**src/udsw_pkg.sv**
```systemverilog
`timescale 1ns / 1ps
`default_nettype none
// ----------------------------------------------------------------------------
// udsw_pkg
// types, constants and the segment decoder shared by the stopwatch modules
// ----------------------------------------------------------------------------
package udsw_pkg;

   localparam logic [7:0]  TOP_AT_RESET = 8'd124;
   localparam logic [15:0] MS_LAST      = 16'd59999;
   localparam logic [9:0]  SUB_LAST     = 10'd999;
   localparam logic [3:0]  ONES_LAST    = 4'd9;
   localparam logic [2:0]  TENS_LAST    = 3'd5;

   // button positions in the pressed vectors
   localparam int unsigned BTN_START = 0;
   localparam int unsigned BTN_SWAP  = 1;
   localparam int unsigned BTN_CLEAR = 2;

   // segment patterns, bit0 = a .. bit6 = g
   localparam logic [6:0] SEG_0 = 7'h3F;
   localparam logic [6:0] SEG_1 = 7'h06;
   localparam logic [6:0] SEG_2 = 7'h5B;
   localparam logic [6:0] SEG_3 = 7'h4F;
   localparam logic [6:0] SEG_4 = 7'h66;
   localparam logic [6:0] SEG_5 = 7'h6D;
   localparam logic [6:0] SEG_6 = 7'h7D;
   localparam logic [6:0] SEG_7 = 7'h07;
   localparam logic [6:0] SEG_8 = 7'h7F;
   localparam logic [6:0] SEG_9 = 7'h67;
   localparam logic [6:0] SEG_BLANK = 7'h00;

   typedef struct packed {
      logic tick;
      logic start_stop_level;
      logic swap_level;
      logic clear_level;
   } item_type;

   typedef struct packed {
      logic [15:0] ms_value;
      logic [3:0]  ones;
      logic [2:0]  tens;
   } count_type;

   function automatic logic [6:0] seg_pattern(input logic [3:0] digit);
      logic [6:0] pat;
      unique case (digit)
         4'd0: pat = SEG_0;
         4'd1: pat = SEG_1;
         4'd2: pat = SEG_2;
         4'd3: pat = SEG_3;
         4'd4: pat = SEG_4;
         4'd5: pat = SEG_5;
         4'd6: pat = SEG_6;
         4'd7: pat = SEG_7;
         4'd8: pat = SEG_8;
         4'd9: pat = SEG_9;
         default: pat = SEG_BLANK;
      endcase
      return pat;
   endfunction

endpackage
`default_nettype wire

```
**src/udsw_counter.sv**
```systemverilog
`timescale 1ns / 1ps
`default_nettype none
// ----------------------------------------------------------------------------
// udsw_counter
// button edges, prescaler and millisecond count with running seconds digits
// ----------------------------------------------------------------------------
module udsw_counter (
   input  wire logic                 clock,
   input  wire logic                 reset,
   input  wire logic [7:0]           tick_top,
   input  wire logic                 fire,
   input  wire udsw_pkg::item_type   item,
   output udsw_pkg::count_type       count
);

   logic [7:0]  prescale_ff, prescale_in;
   logic [15:0] ms_ff, ms_in;
   logic [9:0]  sub_ff, sub_in;
   logic [3:0]  ones_ff, ones_in;
   logic [2:0]  tens_ff, tens_in;
   logic        running_ff, running_in;
   logic        ascending_ff, ascending_in;
   logic [2:0]  prev_ff, prev_in;

   always_comb begin
      logic [2:0] pressed;
      logic [2:0] press_edge;
      pressed = 3'b000;
      pressed[udsw_pkg::BTN_START] = ~item.start_stop_level;
      pressed[udsw_pkg::BTN_SWAP]  = ~item.swap_level;
      pressed[udsw_pkg::BTN_CLEAR] = ~item.clear_level;
      press_edge = pressed & ~prev_ff;

      prev_in      = pressed;
      running_in   = running_ff ^ press_edge[udsw_pkg::BTN_START];
      ascending_in = ascending_ff ^ press_edge[udsw_pkg::BTN_SWAP];
      prescale_in  = press_edge[udsw_pkg::BTN_SWAP] ? (tick_top - prescale_ff) : prescale_ff;
      ms_in   = ms_ff;
      sub_in  = sub_ff;
      ones_in = ones_ff;
      tens_in = tens_ff;

      if (press_edge[udsw_pkg::BTN_CLEAR]) begin
         prescale_in = 8'd0;
         ms_in   = 16'd0;
         sub_in  = 10'd0;
         ones_in = 4'd0;
         tens_in = 3'd0;
      end

      if (running_in && item.tick) begin
         if (prescale_in >= tick_top) begin
            prescale_in = 8'd0;
            if (ascending_in) begin
               if (ms_in >= udsw_pkg::MS_LAST) begin
                  ms_in   = 16'd0;
                  sub_in  = 10'd0;
                  ones_in = 4'd0;
                  tens_in = 3'd0;
               end else begin
                  ms_in = ms_in + 16'd1;
                  if (sub_in == udsw_pkg::SUB_LAST) begin
                     sub_in = 10'd0;
                     if (ones_in == udsw_pkg::ONES_LAST) begin
                        ones_in = 4'd0;
                        tens_in = tens_in + 3'd1;
                     end else begin
                        ones_in = ones_in + 4'd1;
                     end
                  end else begin
                     sub_in = sub_in + 10'd1;
                  end
               end
            end else begin
               if (ms_in == 16'd0 || ms_in > udsw_pkg::MS_LAST) begin
                  ms_in   = udsw_pkg::MS_LAST;
                  sub_in  = udsw_pkg::SUB_LAST;
                  ones_in = udsw_pkg::ONES_LAST;
                  tens_in = udsw_pkg::TENS_LAST;
               end else begin
                  ms_in = ms_in - 16'd1;
                  if (sub_in == 10'd0) begin
                     sub_in = udsw_pkg::SUB_LAST;
                     if (ones_in == 4'd0) begin
                        ones_in = udsw_pkg::ONES_LAST;
                        tens_in = tens_in - 3'd1;
                     end else begin
                        ones_in = ones_in - 4'd1;
                     end
                  end else begin
                     sub_in = sub_in - 10'd1;
                  end
               end
            end
         end else begin
            prescale_in = prescale_in + 8'd1;
         end
      end
   end

   always_ff @(posedge clock) begin
      if (reset) begin
         prescale_ff  <= 8'd0;
         ms_ff        <= 16'd0;
         sub_ff       <= 10'd0;
         ones_ff      <= 4'd0;
         tens_ff      <= 3'd0;
         running_ff   <= 1'b1;
         ascending_ff <= 1'b1;
         prev_ff      <= 3'b000;
      end else if (fire) begin
         prescale_ff  <= prescale_in;
         ms_ff        <= ms_in;
         sub_ff       <= sub_in;
         ones_ff      <= ones_in;
         tens_ff      <= tens_in;
         running_ff   <= running_in;
         ascending_ff <= ascending_in;
         prev_ff      <= prev_in;
      end
   end

   // the result is the count after this request's update
   assign count.ms_value = ms_in;
   assign count.ones     = ones_in;
   assign count.tens     = tens_in;

   a_digits_track: assert property (@(posedge clock) disable iff (reset)
      {1'b0, ms_ff} == ({14'd0, tens_ff} * 17'd10000 + {13'd0, ones_ff} * 17'd1000
                        + {7'd0, sub_ff}))
      else $error("seconds digits out of step with millisecond count");

   a_ms_range: assert property (@(posedge clock) disable iff (reset)
      ms_ff <= udsw_pkg::MS_LAST && sub_ff <= udsw_pkg::SUB_LAST)
      else $error("millisecond count out of range");

   a_hold_idle: assert property (@(posedge clock) disable iff (reset)
      !fire |=> $stable(ms_ff) && $stable(prescale_ff) && $stable(prev_ff))
      else $error("counter state moved without a request");

endmodule
`default_nettype wire

```
**src/up_down_stopwatch_with_display.sv**
```systemverilog
`timescale 1ns / 1ps
`default_nettype none
// ----------------------------------------------------------------------------
// up_down_stopwatch_with_display
// up/down millisecond stopwatch with a two-digit seconds segment display
// ----------------------------------------------------------------------------
//  channel  direction  handshake              payload
//  req      in         req_valid / req_ready  req_tick, req_*_level (active low)
//  rsp      out        rsp_valid / rsp_ready  rsp_ms_value, rsp_seg_ones, rsp_seg_tens
//  csr      in         csr_valid / csr_ready  csr_data = tick_top
//
//  one request in and one response out per cycle while the response is not
//  stalled; a taken request is held in the request register, then one pass of
//  counter logic moves it into the response register
//  reset sets tick_top to 124, running, counting up, count and prescaler zero
//  a stalled response leaves the request register free for one more request
//  csr writes are always taken
// ----------------------------------------------------------------------------
module up_down_stopwatch_with_display (
   input  wire logic        clock,
   input  wire logic        reset,
   input  wire logic        req_valid,
   output      logic        req_ready,
   input  wire logic        req_tick,
   input  wire logic        req_start_stop_level,
   input  wire logic        req_swap_level,
   input  wire logic        req_clear_level,
   output      logic        rsp_valid,
   input  wire logic        rsp_ready,
   output      logic [15:0] rsp_ms_value,
   output      logic [6:0]  rsp_seg_ones,
   output      logic [6:0]  rsp_seg_tens,
   input  wire logic        csr_valid,
   output      logic        csr_ready,
   input  wire logic [7:0]  csr_data
);

   logic [7:0]          tick_top_ff;
   logic                in_valid_ff, in_valid_in;
   udsw_pkg::item_type  in_item_ff;
   logic                rsp_valid_ff, rsp_valid_in;
   logic [15:0]         ms_ff;
   logic [6:0]          seg_ones_ff;
   logic [6:0]          seg_tens_ff;
   logic                out_ready;
   logic                fire;
   logic                req_take;
   udsw_pkg::count_type count;

   // register write port never stalls
   assign csr_ready = 1'b1;

   always_ff @(posedge clock) begin
      if (reset) begin
         tick_top_ff <= udsw_pkg::TOP_AT_RESET;
      end else if (csr_valid) begin
         tick_top_ff <= csr_data;
      end
   end

   // response register is free when empty or being taken
   assign out_ready = !rsp_valid_ff || rsp_ready;
   // held request moves through the counter logic into the response register
   assign fire      = in_valid_ff && out_ready;
   assign req_ready = !in_valid_ff || out_ready;
   assign req_take  = req_valid && req_ready;

   always_comb begin
      in_valid_in = in_valid_ff;
      if (req_take) begin
         in_valid_in = 1'b1;
      end else if (fire) begin
         in_valid_in = 1'b0;
      end
      rsp_valid_in = rsp_valid_ff;
      if (fire) begin
         rsp_valid_in = 1'b1;
      end else if (rsp_ready) begin
         rsp_valid_in = 1'b0;
      end
   end

   always_ff @(posedge clock) begin
      if (reset) begin
         in_valid_ff  <= 1'b0;
         rsp_valid_ff <= 1'b0;
      end else begin
         in_valid_ff  <= in_valid_in;
         rsp_valid_ff <= rsp_valid_in;
      end
   end

   // request payload, no reset needed
   always_ff @(posedge clock) begin
      if (req_take) begin
         in_item_ff.tick             <= req_tick;
         in_item_ff.start_stop_level <= req_start_stop_level;
         in_item_ff.swap_level       <= req_swap_level;
         in_item_ff.clear_level      <= req_clear_level;
      end
   end

   // state update for the held request
   udsw_counter u_counter (
      .clock    (clock),
      .reset    (reset),
      .tick_top (tick_top_ff),
      .fire     (fire),
      .item     (in_item_ff),
      .count    (count)
   );

   // response payload with the seconds digits decoded to segments
   always_ff @(posedge clock) begin
      if (fire) begin
         ms_ff       <= count.ms_value;
         seg_ones_ff <= udsw_pkg::seg_pattern(count.ones);
         seg_tens_ff <= udsw_pkg::seg_pattern({1'b0, count.tens});
      end
   end

   assign rsp_valid    = rsp_valid_ff;
   assign rsp_ms_value = ms_ff;
   assign rsp_seg_ones = seg_ones_ff;
   assign rsp_seg_tens = seg_tens_ff;

   a_hold_request: assert property (@(posedge clock) disable iff (reset)
      in_valid_ff && !out_ready |=> in_valid_ff && $stable(in_item_ff))
      else $error("held request lost while response stalled");

   a_fire_fills: assert property (@(posedge clock) disable iff (reset)
      fire |=> rsp_valid_ff)
      else $error("processed request gave no response");

   a_ready_when_empty: assert property (@(posedge clock) disable iff (reset)
      !in_valid_ff |-> req_ready)
      else $error("request refused with empty request register");

endmodule
`default_nettype wire

```
**config.mk**
```make
export PLATFORM = sky130hd
export DESIGN_NAME = up_down_stopwatch_with_display
export DESIGN_NICKNAME = d
export VERILOG_FILES = /design/src/udsw_pkg.sv /design/src/udsw_counter.sv /design/src/up_down_stopwatch_with_display.sv
export SDC_FILE = /design/constraint.sdc
export NUM_CORES = 1
export LEC_CHECK = 0
export BUFFER_PORTS_ARGS = -buffer_cell sky130_fd_sc_hd__buf_4
export CAP_MARGIN = 20
export CORE_MARGIN = 3
export CORE_UTILIZATION = 55
export CTS_BUF_LIST = sky130_fd_sc_hd__clkbuf_8
export CTS_CLUSTER_SIZE = 30
export DETAILED_ROUTE_END_ITERATION = 7
export GPL_TIMING_DRIVEN = 0
export PLACE_DENSITY = 0.74
export SLEW_MARGIN = 5
export SYNTH_ARGS = -nofsm -noshare
export SYNTH_HDL_FRONTEND = slang
export SYNTH_SLANG_ARGS = --single-unit
```
**constraint.sdc**
```tcl
create_clock -name clock -period 4.85 [get_ports clock]
set_input_delay 0.97 -clock clock [delete_from_list [all_inputs] [get_ports clock]]
set_output_delay 0.97 -clock clock [all_outputs]
set_load 0.02 [all_outputs]
```
Word-level counts from Yosys, hierarchy flattened
Memories as Yosys holds them, arrays and structs flattened. A register that Yosys moved wholly into a read port is not among the register bits. Cells that the tools add are included.

$add $sub $neg: 10. Bitwise logic cells: 7. Equal/unequal tests: 2. Order comparisons: 3. Multiplexer cells: 42. Reduce and logical (&&, ||, !) cells: 13.

Operators by type and width (count): 16-bit two-way mux (6); 10-bit two-way mux (8); 4-bit two-way mux (10); 8-bit two-way mux (4); 3-bit two-way mux (10); 16-bit by 1-bit adder with 16-bit output, second input constant (1); 16-bit greater-or-equal comparator, second input constant (1); 16-bit greater-than comparator, second input constant (1); 16-bit logical NOT (1); 16-bit by 1-bit subtractor with 16-bit output, second input constant (1); 10-bit by 1-bit adder with 10-bit output, second input constant (1); 10-bit == test, second input constant (1); 10-bit logical NOT (1); 10-bit by 1-bit subtractor with 10-bit output, second input constant (1); 8-bit by 1-bit adder with 8-bit output, second input constant (1); 8-bit greater-or-equal comparator (1); 8-bit subtractor (1); 4-bit by 1-bit adder with 4-bit output, second input constant (1); 4-bit == test, second input constant (1); 4-bit logical NOT (1); 1-bit two-way mux (4); 2-bit nonzero test (2); 4-bit by 1-bit subtractor with 4-bit output, second input constant (1); 3-bit by 1-bit adder with 3-bit output, second input constant (1); 8 further kinds (16).

Memory bits (read-only): 168. Output and inout port bits: 33. Bits of input ports: 17. Bits in registers: 76. Memories: 2.

Memory list: (name not given) (words 16, bits a word 7, rd ports 1, clocked after Yosys merged registers in 1, write ports 0, RTL line udsw_pkg.sv:48) `unique case (digit)`; (name not given) (words 8, bits a word 7, rd ports 1, clocked after Yosys merged registers in 1, write ports 0, RTL line udsw_pkg.sv:48).

Logic depth before layout (Yosys ltp)
Gate-level depths: netlist of run 1.

Depth in word-level cells: 10. Gate-level depth with buffers: 23.

Modules after synthesis
Synthesis of run 1 repeated with hierarchy kept, for this count alone.

Cell total of the unflattened synthesis: 829. Area total of the unflattened synthesis: 6631.4 um^2.

Modules (own cells, without submodules): udsw_counter (sequential area each 920.9 um^2, cells an instance 712, area an instance 4906.0 um^2, times used 1); up_down_stopwatch_with_display (sequential area each 1221.2 um^2, cells an instance 117, area an instance 1725.4 um^2, times used 1).

Worst setup path after synthesis of run 1
Ideal clock, no wire load.

Kind: register -> register. From: reg u_counter.prescale_ff[1]. To: reg seg_ones_ff[3], in the netlist rsp_seg_ones[3] (data pin). Buffers on the path: 2. Arrival: 3959 ps. Setup time: 271 ps. Data required time: 4579 ps. Path slack: 619 ps. Stages on the path, launching flop included: 20. Cells stage by stage: dfxtp_1 -> inv_1 -> ha_1 -> nor2b_1 -> o31a_1 -> o21ai_1 -> a21oi_1 -> a2111oi_2 -> ha_1 -> a2111oi_0 -> o21a_2 -> or2_1 -> buf_2 -> buf_4 -> nor2_2 -> a22oi_1 -> inv_1 -> ha_1 -> mux2i_1 -> o22ai_1.

RTL lines: from (decl) (RTL line udsw_counter.sv:16) `logic [7:0] prescale_ff, prescale_in;`; from (signal assigned) (RTL line udsw_counter.sv:112) `prescale_ff <= prescale_in;`; to (decl) (RTL line up_down_stopwatch_with_display.sv:43) `logic [6:0] seg_ones_ff;`.

==> results of run 1 <==
==> kinds of logic (layout without fill, tap and decap cells) <==
logic type,after synthesis,count (layout),synth area share
compound gates,231,231,0.247
xor+xnor,32,32,0.0460
fa+ha+maj,37,37,0.0690
buf+inv,100,170,0.0704
flops,90,90,0.314
mux,15,15,0.0227
other cells,1,1,0.000550
simple gates,298,298,0.230
==> layout by cell type (no fill, tap or decap), types with 18 or more instances in the layout <==
cell | Yosys | layout
o21ai_0 | 41 | 41
inv_1 | 35 | 36
nor2_1 | 64 | 64
ha_1 | 36 | 35
nor3_1 | 32 | 32
xnor2_1 | 18 | 18
edfxtp_1 | 34 | 34
nand2_1 | 84 | 84
nand3_1 | 30 | 30
dfxtp_1 | 56 | 55
buf_2 | 27 | 26
buf_4 | 7 | 60
a21oi_1 | 49 | 49
==> repair_timing <==
action                                 4_1_cts  5_1_grt
endpoints found under the hold margin        0        0
setup endpoints to repair                   17       11
pin swaps                                    1        4
resized for setup                           10       11
setup buffers                                1        6
==> per-layer routing <==
metal  GRT usage  part of all wire  up-vias  wire [um]
met3      0.0608             0.096       76       2110
met4       0.150             0.040        0        891
met2       0.489              0.45      376       9880
met5           0                 0        -          0
li1            -                 -     3081          -
met1       0.424              0.42     3187       9180
==> final timing paths <==
check                            start              endpoint  slack, ns
hold / removal    u_counter.tens_ff[2]  u_counter.tens_ff[2]       0.49
setup / recovery         in_item_ff[0]       rsp_seg_ones[0]       0.06
hold reg to reg   u_counter.tens_ff[2]  u_counter.tens_ff[2]       0.49
setup reg to reg         in_item_ff[0]       rsp_seg_ones[0]       0.06
==> stage by stage <==
step,instance area [sq um],power (mW)
CTS,7640,1.89
finish,7720,1.91
global placement,7380,1.35
detailed placement,7410,1.37
global route,7720,1.98
floorplan,6820,1.21
==> area by class of cell <==
cell class,instances,share of cell area
inverter,36,0.0175
tap,168,0.0272
clock inverter,7,0.00811
clock buffer,9,0.0160
multi-input combinational,614,0.551
buffer,63,0.0467
sequential,90,0.278
timing repair buffer,55,0.0561
==> flip-flops by register name, indices dropped and copies added (netlist names) <==
signal	flops
u_counter.ms_ff	16
in_item_ff	4
u_counter.sub_ff	10
u_counter.tens_ff	3
tick_top_ff	8
in_valid_ff	1
u_counter.running_ff	1
rsp_valid	1
u_counter.prescale_ff	8
u_counter.ascending_ff	1
rsp_seg_ones	7
rsp_ms_value	16
rsp_seg_tens	7
u_counter.ones_ff	4
u_counter.prev_ff	3
==> cell usage after synthesis, drive strengths merged, types with 4 or more instances <==
master    n  area [sq um]
edfxtp   34          1020
xnor2    19           185
and3      6          37.5
o22ai    13          93.8
dfxtp    56          1120
a2111oi   4          53.8
o21a      6          46.3
and4      6          55.1
nor3     36           206
nor4     10          96.4
nand3    31           168
clkbuf   20          75.1
o32ai     5          43.8
ha       36           450
a221oi    7          67.6
and2      9          56.3
xor2     12           105
a21oi    51           263
nor2     69           277
buf      44           270
a22oi     7          66.3
or3      11          83.8
o211ai    8          60.1
a211oi   19           163
a21o     10          75.1
o21ai    52           272
nand4    12          75.1
inv      36           135
a31oi     9          56.3
mux2i    14           140
or2       7          43.8
nand2b    5          31.3
o31ai     6          55.1
nand2    86           328
a32oi     4          42.6
==> critical path: stages, from the launching register on <==
cell       delay (ns)
edfxtp_1         0.51
buf_4            0.20
nor2_1           0.17
buf_4            0.27
clkbuf_1         0.57
buf_2            0.43
nor2_1           0.11
ha_1             0.27
a2111oi_2        0.24
o21a_2           0.21
or2_1            0.10
clkbuf_4         0.20
buf_8            0.17
nor2_2           0.10
a22oi_2          0.34
buf_4            0.18
ha_1             0.13
inv_1            0.05
mux2i_1          0.17
o22ai_1          0.11
==> report_power, final <==
part	internal, mW	switching (mW)	leakage [nW]	total (mW)
Clock	0.234	0.291	0.106	0.525
Sequential	0.819	0.0210	0.763	0.840
Combinational	0.193	0.346	2.23	0.540
==> run metrics, run 1 <==
Worst Path Required approximately 5.0 ns; fin. max-slew vios 0; fraction of registers with async set/reset 0; status finished clean; peak supply drop 0.205 mV; Period Utilization, post-route 0.987; Post-synth top flop dfxtp_1; Final TNS setup 0 ns; clk slew on worst S/H paths 0.09 ns; H-tree Lvls 3; multi-input logic area 4250 sq um; die area approximately 14000 sq um; Yosys reg bits 90; clock root buffer clkbuf_8; CP arrival roughly 4.9 ns; Tmin final 4.79 ns; Layout area overhead 13.2%; sequential area share after synthesis 0.314; final WL between 20 and 25 mm; Syn Area/Cell roughly 8.5 sq um; die width between 100 and 150 um; CP max FO 10; leakage power 3.09 nW; number of global-route vias before repair 6388; CP Launch Type flip-flop; Post-Synthesis Cells around 800; post-synthesis cell type count between 90 and 100; MaxCap Viol Count 0; number of detailed-route iterations in the first pass 6; crit path kind reg2reg; layout cells sized above 1 0.205; first-pass GRT wire length roughly 34 mm; hold_buf cts 0; DR vias between 6000 and 7000; Post-Syn Area 6820 sq um; site row count 40; drt via density around 6.4; Worst-Margin Slew a little over 0.9 ns; Util after Layout 0.640; slew margin rel. 0.381; endpoint type of the worst setup path flip-flop; gpl congestion around 0.99; CTS tree done; Setup Slack @ Placement -0.604 ns; DP Wirelength roughly 16 mm; worst min path class reg2reg; WHS roughly 0.49 ns; register area 2140 sq um; Synthesis Warnings 0; core area 12100 sq um; DRC 0; Worst-Skew Late Latency 0.39 ns; final setup margin between 0.06 and 0.07 ns; number of synthesized flops with an enable pin 34; placed cells roughly 1000; fmax 209 MHz; Final Skew around 0.011 ns; # fillers ~1100; R2R cell count 19; WL per Instance about 21 um; power density over cell area between 200 and 250 nW/um^2; Antenna Cells 0; hold depth 2; detailed router's first-iteration violation count between 800 and 900; final setup vio count 0; IO Port Bufs 47; clock buffer count from CTS 9; Final Net Count around 920; initial antenna violation count 0; Final Non-Filler Cells between 1000 and 1500; GRT overflow 0; largest net degree at the start of global routing 24; Routed Antenna Nets 0; gr usage total 0.315; Die Y between 100 and 150 um; CTS Buffer Depth 2; endpoints failing hold 0; Initial Util 0.565; # clock sinks 90; Synth Net Count between 800 and 900; io pins 50
Note: power is estimated with default switching activity, not from simulation.
==> run 2: changes to the inputs <==
- ABC_AREA: unset -> 1
==> run 2 against run 1 <==
- clock skew is 0.0019 ns higher
- first-iteration DRC count is 42% lower
- sequential power is 2.5% higher
- register-to-register slack better by 0.37 ns
==> run metrics, run 2 <==
IO Port Bufs 47; peak supply drop about 0.24 mV; power density over cell area ~260 nW/um^2; Final Net Count between 1000 and 1500; Util after Layout 0.640; R2R Setup Slk around 0.44 ns; largest area contributor in the netlist dfxtp_1; # fillers 1145; endpoints failing hold 0; gpl congestion between 0.9 and 1; Worst-Margin Slew ~0.75 ns; Post-Synthesis Cells around 1000; Post-Syn Area 6730 sq um; area share of the largest cell type after synthesis 0.167; status finished clean; fraction of registers with async set/reset 0; CP Cell Sequence nor2_4 > buf_4 > buf_2 > a21oi_1 > nand2_1 > inv_1 > ha_1 > nand2_1 > nor2_1 > nand4_1 > o2111ai_1 > nand2_2 > inv_1 > buf_2 > clkbuf_4 > nand3_1 > nand2_1 > ha_1 > nand3_1 > nand2_1 > nand2_1 > nand2_1; MaxCap Viol Count 0; Worst Path Required around 5.0 ns; hold depth 1; Layout area overhead 11.0%; layout cells sized above 1 0.100; GRT overflow 0; fmax roughly 230 MHz; clock buffer count from CTS 9; Max stage delay on crit path between 0.4 and 0.5 ns; register area around 2100 sq um; CP arrival between 4 and 5 ns; R2R Path End rsp_seg_ones[3]; Syn Area/Cell 6.56 sq um; detailed router's first-iteration violation count about 510; DRC 0; worst min path class reg2reg; clk slew on worst S/H paths roughly 0.10 ns; multi-input logic area 3880 sq um; Final Skew 0.0129 ns; Die Y between 100 and 150 um; H-tree Lvls 3; die area between 10000 and 15000 sq um; Hold Path Sink u_counter.prev_ff[0]; WL per Instance ~15 um; Post-synth top flop dfxtp_1; gr usage total 0.282; crit path kind reg2reg; CP max FO 10; Routed Antenna Nets 0; slew margin rel. 0.497; sequential area share after synthesis 0.318; Synth Net Count between 1000 and 1500; final setup vio count 0; number of detailed-route iterations in the first pass 5; CP dominant cell by count nand2_1; Synthesis Warnings 0; core area 11700 sq um; first-pass GRT wire length ~30 mm; placed cells 1217; initial antenna violation count 0; Tmin final ~4.4 ns; Final Non-Filler Cells approximately 1200; Yosys reg bits 90; Period Utilization, post-route 0.910; post-synthesis cell type count between 40 and 50; Worst R2R Start in_item_ff[0]; io pins 50; most frequent cells in the layout nand2_1, inv_1, nand3_1; synth top area cells dfxtp_1, nand2_1, edfxtp_1, inv_1, nand3_1; CTS Buffer Depth 2; most common cell after layout, fill and taps aside nand2_1; leakage power between 3 and 4 nW; commonest cells in the synthesized netlist nand2_1, inv_1, nand3_1; DP Wirelength around 14 mm; drt via density 5.48; post-CTS setup buffer count 0; largest net degree at the start of global routing 31; die width approximately 120 um; final WL 18.6 mm; CTS tree done; Crit-path slowest cell edfxtp_1; Worst-Skew Late Latency 0.40 ns; hold_sp in_item_ff[2]; DR vias approximately 6800; number of global-route vias before repair slightly above 6000; fin. max-slew vios 0; CP Launch Type flip-flop; clock root buffer clkbuf_8; Final TNS setup 0 ns; R2R cell count 22; # clock sinks 90; endpoint type of the worst setup path flip-flop; number of synthesized flops with an enable pin 34; site row count 39; RSZ-0062 raised after global routing false; Initial Util 0.577; most common cell in the netlist nand2_1; Antenna Cells 0
run 2: cell count changes after synthesis, moves of 21 or more:
| cell | change |
|---|---|
| inv_1 | +106 |
| nor3_1 | -21 |
| a21oi_1 | +33 |
| o21ai_0 | +31 |
| nand3_1 | +64 |
| nand2_1 | +193 |
run 2: routing by layer:
layer | GRT usage | vias to the layer above | share of wire
li1 | - | 3441 | -
met1 | 0.378 | 3041 | 0.45
met2 | 0.453 | 227 | 0.45
met3 | 0.0508 | 44 | 0.062
met4 | 0.112 | 0 | 0.028
met5 | 0 | - | 0
run 2: worst max-delay path by stage:
| stage | start | to | slack, ns |
|---|---|---|---|
| finish | in_item_ff[0] | rsp_seg_ones[3] | 0.44 |
| global route | u_counter.prescale_ff[2] | rsp_seg_ones[5] | 0.03 |
| CTS | tick_top_ff[0] | rsp_seg_ones[3] | 0.09 |
| detailed placement | tick_top_ff[0] | rsp_seg_ones[3] | 0.11 |
| global placement | tick_top_ff[0] | rsp_seg_ones[3] | 0.13 |
| floorplan | tick_top_ff[0] | rsp_seg_tens[1] | 1.08 |
run 2: through the flow:
| stage | power, mW | worst slack [ns] | instance area, sq um | hold slack, ns |
|---|---|---|---|---|
| after detailed placement | 1.45 | 0.115 | 7280 | 0.444 |
| after floorplan | 1.29 | 1.08 | 6730 | 0.425 |
| after CTS | 1.95 | 0.0914 | 7460 | 0.459 |
| after global routing | 2.07 | 0.0281 | 7470 | 0.481 |
| after global placement | 1.44 | 0.131 | 7260 | 0.447 |
| final | 1.95 | 0.436 | 7470 | 0.461 |
run 2: final cells by class:
class | instances | area share
Inverter | 147 | 0.0739
Timing Repair Buffer | 48 | 0.0499
Clock inverter | 7 | 0.00804
Clock buffer | 9 | 0.0166
Multi-Input combinational cell | 755 | 0.519
Tap cell | 143 | 0.0240
Buffer | 34 | 0.0216
Sequential cell | 90 | 0.287
run 2: cell families after synthesis:
| family | after synthesis | share of synthesized area |
|---|---|---|
| compound gates | 173 | 0.135 |
| xor+xnor | 31 | 0.0415 |
| fa+ha+maj | 37 | 0.0699 |
| buf+inv | 181 | 0.105 |
| flops | 90 | 0.318 |
| other cells | 1 | 0.000558 |
| simple gates | 513 | 0.329 |
run 2: report_power, final:
group	switching (mW)	internal, mW	total, mW
combinational	0.394	0.191	0.585
sequential	0.0257	0.836	0.861
clock	0.306	0.197	0.503
run 2: critical path, delay by kind of cell (launching register included):
kind | cells | cell delay (ns)
flops | 1 | 0.44
simple gates | 12 | 1.56
fa+ha+maj | 2 | 0.57
buf+inv | 6 | 1.37
compound gates | 2 | 0.23
run 2: repair_timing:
action / 4_1_cts / 5_1_grt
hold buffers: 0 / 0
setup endpoints to repair: 0 / 12
gates resized for setup: 0 / 4
==> run 3: changes to the inputs <==
- SYNTH_HIERARCHICAL: unset -> 1
==> run 3 against run 2 <==
- flip-flop and latch count unchanged
- maximum frequency is 0.67% lower
- register-to-register slack worse by 0.03 ns
- sequential share of layout area shrank 0.90 points
- utilization shrank 0.63 points
- clock power up 11%
- area after synthesis grew 2.6%
- setup slack got worse by 0.030 ns
- count of clock-buffer cells in the layout did not move
- critical endpoint unchanged
- final cell count increased by 2.0%
- largest power group unchanged
- global-route usage is 2.4 points lower
- sequential power hardly changed
- highest routed layer unchanged
==> run metrics, run 3 <==
CP max FO 9; final setup margin about 0.41 ns; Yosys reg bits 90; DP Wirelength between 10 and 15 mm; worst min path class reg2reg; Final Skew 0.00803 ns; drt via density between 5 and 6; clock root buffer clkbuf_8; endpoints failing hold 0; Util after Layout 0.634; gr usage total 0.258; fin. max-slew vios 0; post_cts resized 0; peak supply drop approximately 0.14 mV; Syn Area/Cell slightly below 7 sq um; most common cell after layout, fill and taps aside nand2_1; site row count 40; post-synthesis cell type count 44; GRT overflow 0; endpoint type of the worst setup path flip-flop; MaxCap Viol Count 0; Worst Path Required 5.00 ns; Layout area overhead 11.7%; final WL roughly 18 mm; CP Launch Type flip-flop; die area between 10000 and 15000 sq um; Worst-Skew Late Latency about 0.39 ns; fmax approximately 230 MHz; Post-Synthesis Cells 1026; clock buffer count from CTS 9; Setup Slack @ Placement approximately 0.42 ns; first-pass GRT wire length slightly below 30 mm; # fillers ~1100; Period Utilization, post-route 0.916; status finished clean; sequential area share after synthesis 0.310; clk slew on worst S/H paths approximately 0.09 ns; most common cell in the netlist nand2_1; Initial Util 0.567; synth top area cells dfxtp_1, edfxtp_1, nand2_1, inv_1, nand3_1; CP dominant cell by count nand2_1; IO Port Bufs 47; Worst-Margin Slew ~0.79 ns; io pins 50; Post-synth top flop dfxtp_1; Synth Net Count 1080; post-CTS setup buffer count 0; gpl congestion 0.977; WHS 0.469 ns; H-tree Lvls 3; crit path kind reg2reg; core area 12200 sq um; Die Y ~120 um; Post-Syn Area 6900 sq um; Synthesis Warnings 6; Final Net Count 1139; number of detailed-route iterations in the first pass 5; Max stage delay on crit path between 0.4 and 0.5 ns; layout cells sized above 1 0.128; DRC 0; CP arrival 4.59 ns; Routed Antenna Nets 0; largest area contributor in the netlist dfxtp_1; # clock sinks 90; fraction of registers with async set/reset 0; Crit-path slowest cell fa_1; leakage power 3.64 nW; CTS Buffer Depth 2; area share of the largest cell type after synthesis 0.162; Antenna Cells 0; number of synthesized flops with an enable pin 34; commonest cells in the synthesized netlist nand2_1, inv_1, nor2_1; power density over cell area 267 nW/um^2; number of global-route vias before repair ~6000; most frequent cells in the layout nand2_1, inv_1, nor2_1; largest net degree at the start of global routing 20; hold_buf cts 0; Tmin final approximately 4.4 ns; RSZ-0062 raised after global routing false; CTS tree done; slew margin rel. 0.476; detailed router's first-iteration violation count approximately 610; WL per Instance 14.3 um; final setup vio count 0; die width ~120 um; initial antenna violation count 0; DR vias slightly below 7000
## run 3: changes by cell type in the layout (fill, tap and decap cells not counted), moves of 6 or more
| cell | delta |
|---|---|
| nor2_4 | +8 |
| nor3_1 | +6 |
| nand3b_1 | -6 |
| o21ai_0 | -29 |
| a21oi_1 | -11 |
| nand2_1 | -31 |
| o21ai_1 | +23 |
| nor2_1 | +10 |
## run 3: cells by family (layout without fill, tap and decap cells)
group                    after synthesis  count (layout)  share of synthesized area
AO/OA/AOI/OAI                        155             155                      0.119
other                                  1               1                   0.000543
adder cells (fa/ha/maj)               37              37                     0.0682
AND/OR/NAND/NOR                      513             513                      0.336
flip-flops                            90              90                      0.310
buffers and inverters                190             254                      0.115
XOR/XNOR                              40              40                     0.0508
## run 3: cell type report
cell class / instances / area (sq um) / area share
timing repair buffer: 48 / 380 / 0.0493
clock inverter: 7 / 85.1 / 0.0110
multi-input combinational: 746 / 3980 / 0.516
buffer: 34 / 204 / 0.0264
clock buffer: 9 / 124 / 0.0161
inverter: 156 / 591 / 0.0766
tap: 168 / 210 / 0.0273
sequential: 90 / 2140 / 0.278
## run 3: worst max-delay path: cells and delay by family, from the launching register on
family	cells	cell delay, ns
DFF	1	0.37
and+or+nand+nor	21	1.82
buffers and inverters	6	0.86
adders and majority gates	4	1.15
## run 3: power breakdown
| group | total [mW] | internal [mW] | switching, mW |
|---|---|---|---|
| Clock | 0.560 | 0.285 | 0.275 |
| Combinational | 0.637 | 0.217 | 0.420 |
| Sequential | 0.862 | 0.836 | 0.0253 |
## run 3: stage by stage
step	total power, mW	cell area, sq um	TNS [ns]	std cells
4_1_cts	2.06	7710	0	1258
2_1_floorplan	1.34	6900	0	1026
3_5_place_dp	1.51	7500	0	1242
5_1_grt	2.17	7710	0	1258
3_3_place_gp	1.50	7460	-29.82	1241
6_report	2.06	7710	0	1258
## run 3: per-layer routing
metal / vias up / track usage / part of all wire
li1: 3415 / - / -
met1: 3033 / 0.340 / 0.45
met2: 243 / 0.429 / 0.45
met3: 34 / 0.0404 / 0.072
met4: 0 / 0.0916 / 0.024
met5: - / 0 / 0
## run 3: path summary, 6_finish.rpt
| kind | start | slack, ns | end | cells past startpoint |
|---|---|---|---|---|
| hold reg to reg | u_counter/sub_ff[4] | 0.47 | u_counter/sub_ff[4] | 2 |
| hold / removal | u_counter/sub_ff[4] | 0.47 | u_counter/sub_ff[4] | 2 |
| setup / recovery | tick_top_ff[0] | 0.41 | rsp_seg_ones[3] | 31 |
| setup reg to reg | tick_top_ff[0] | 0.41 | rsp_seg_ones[3] | 31 |
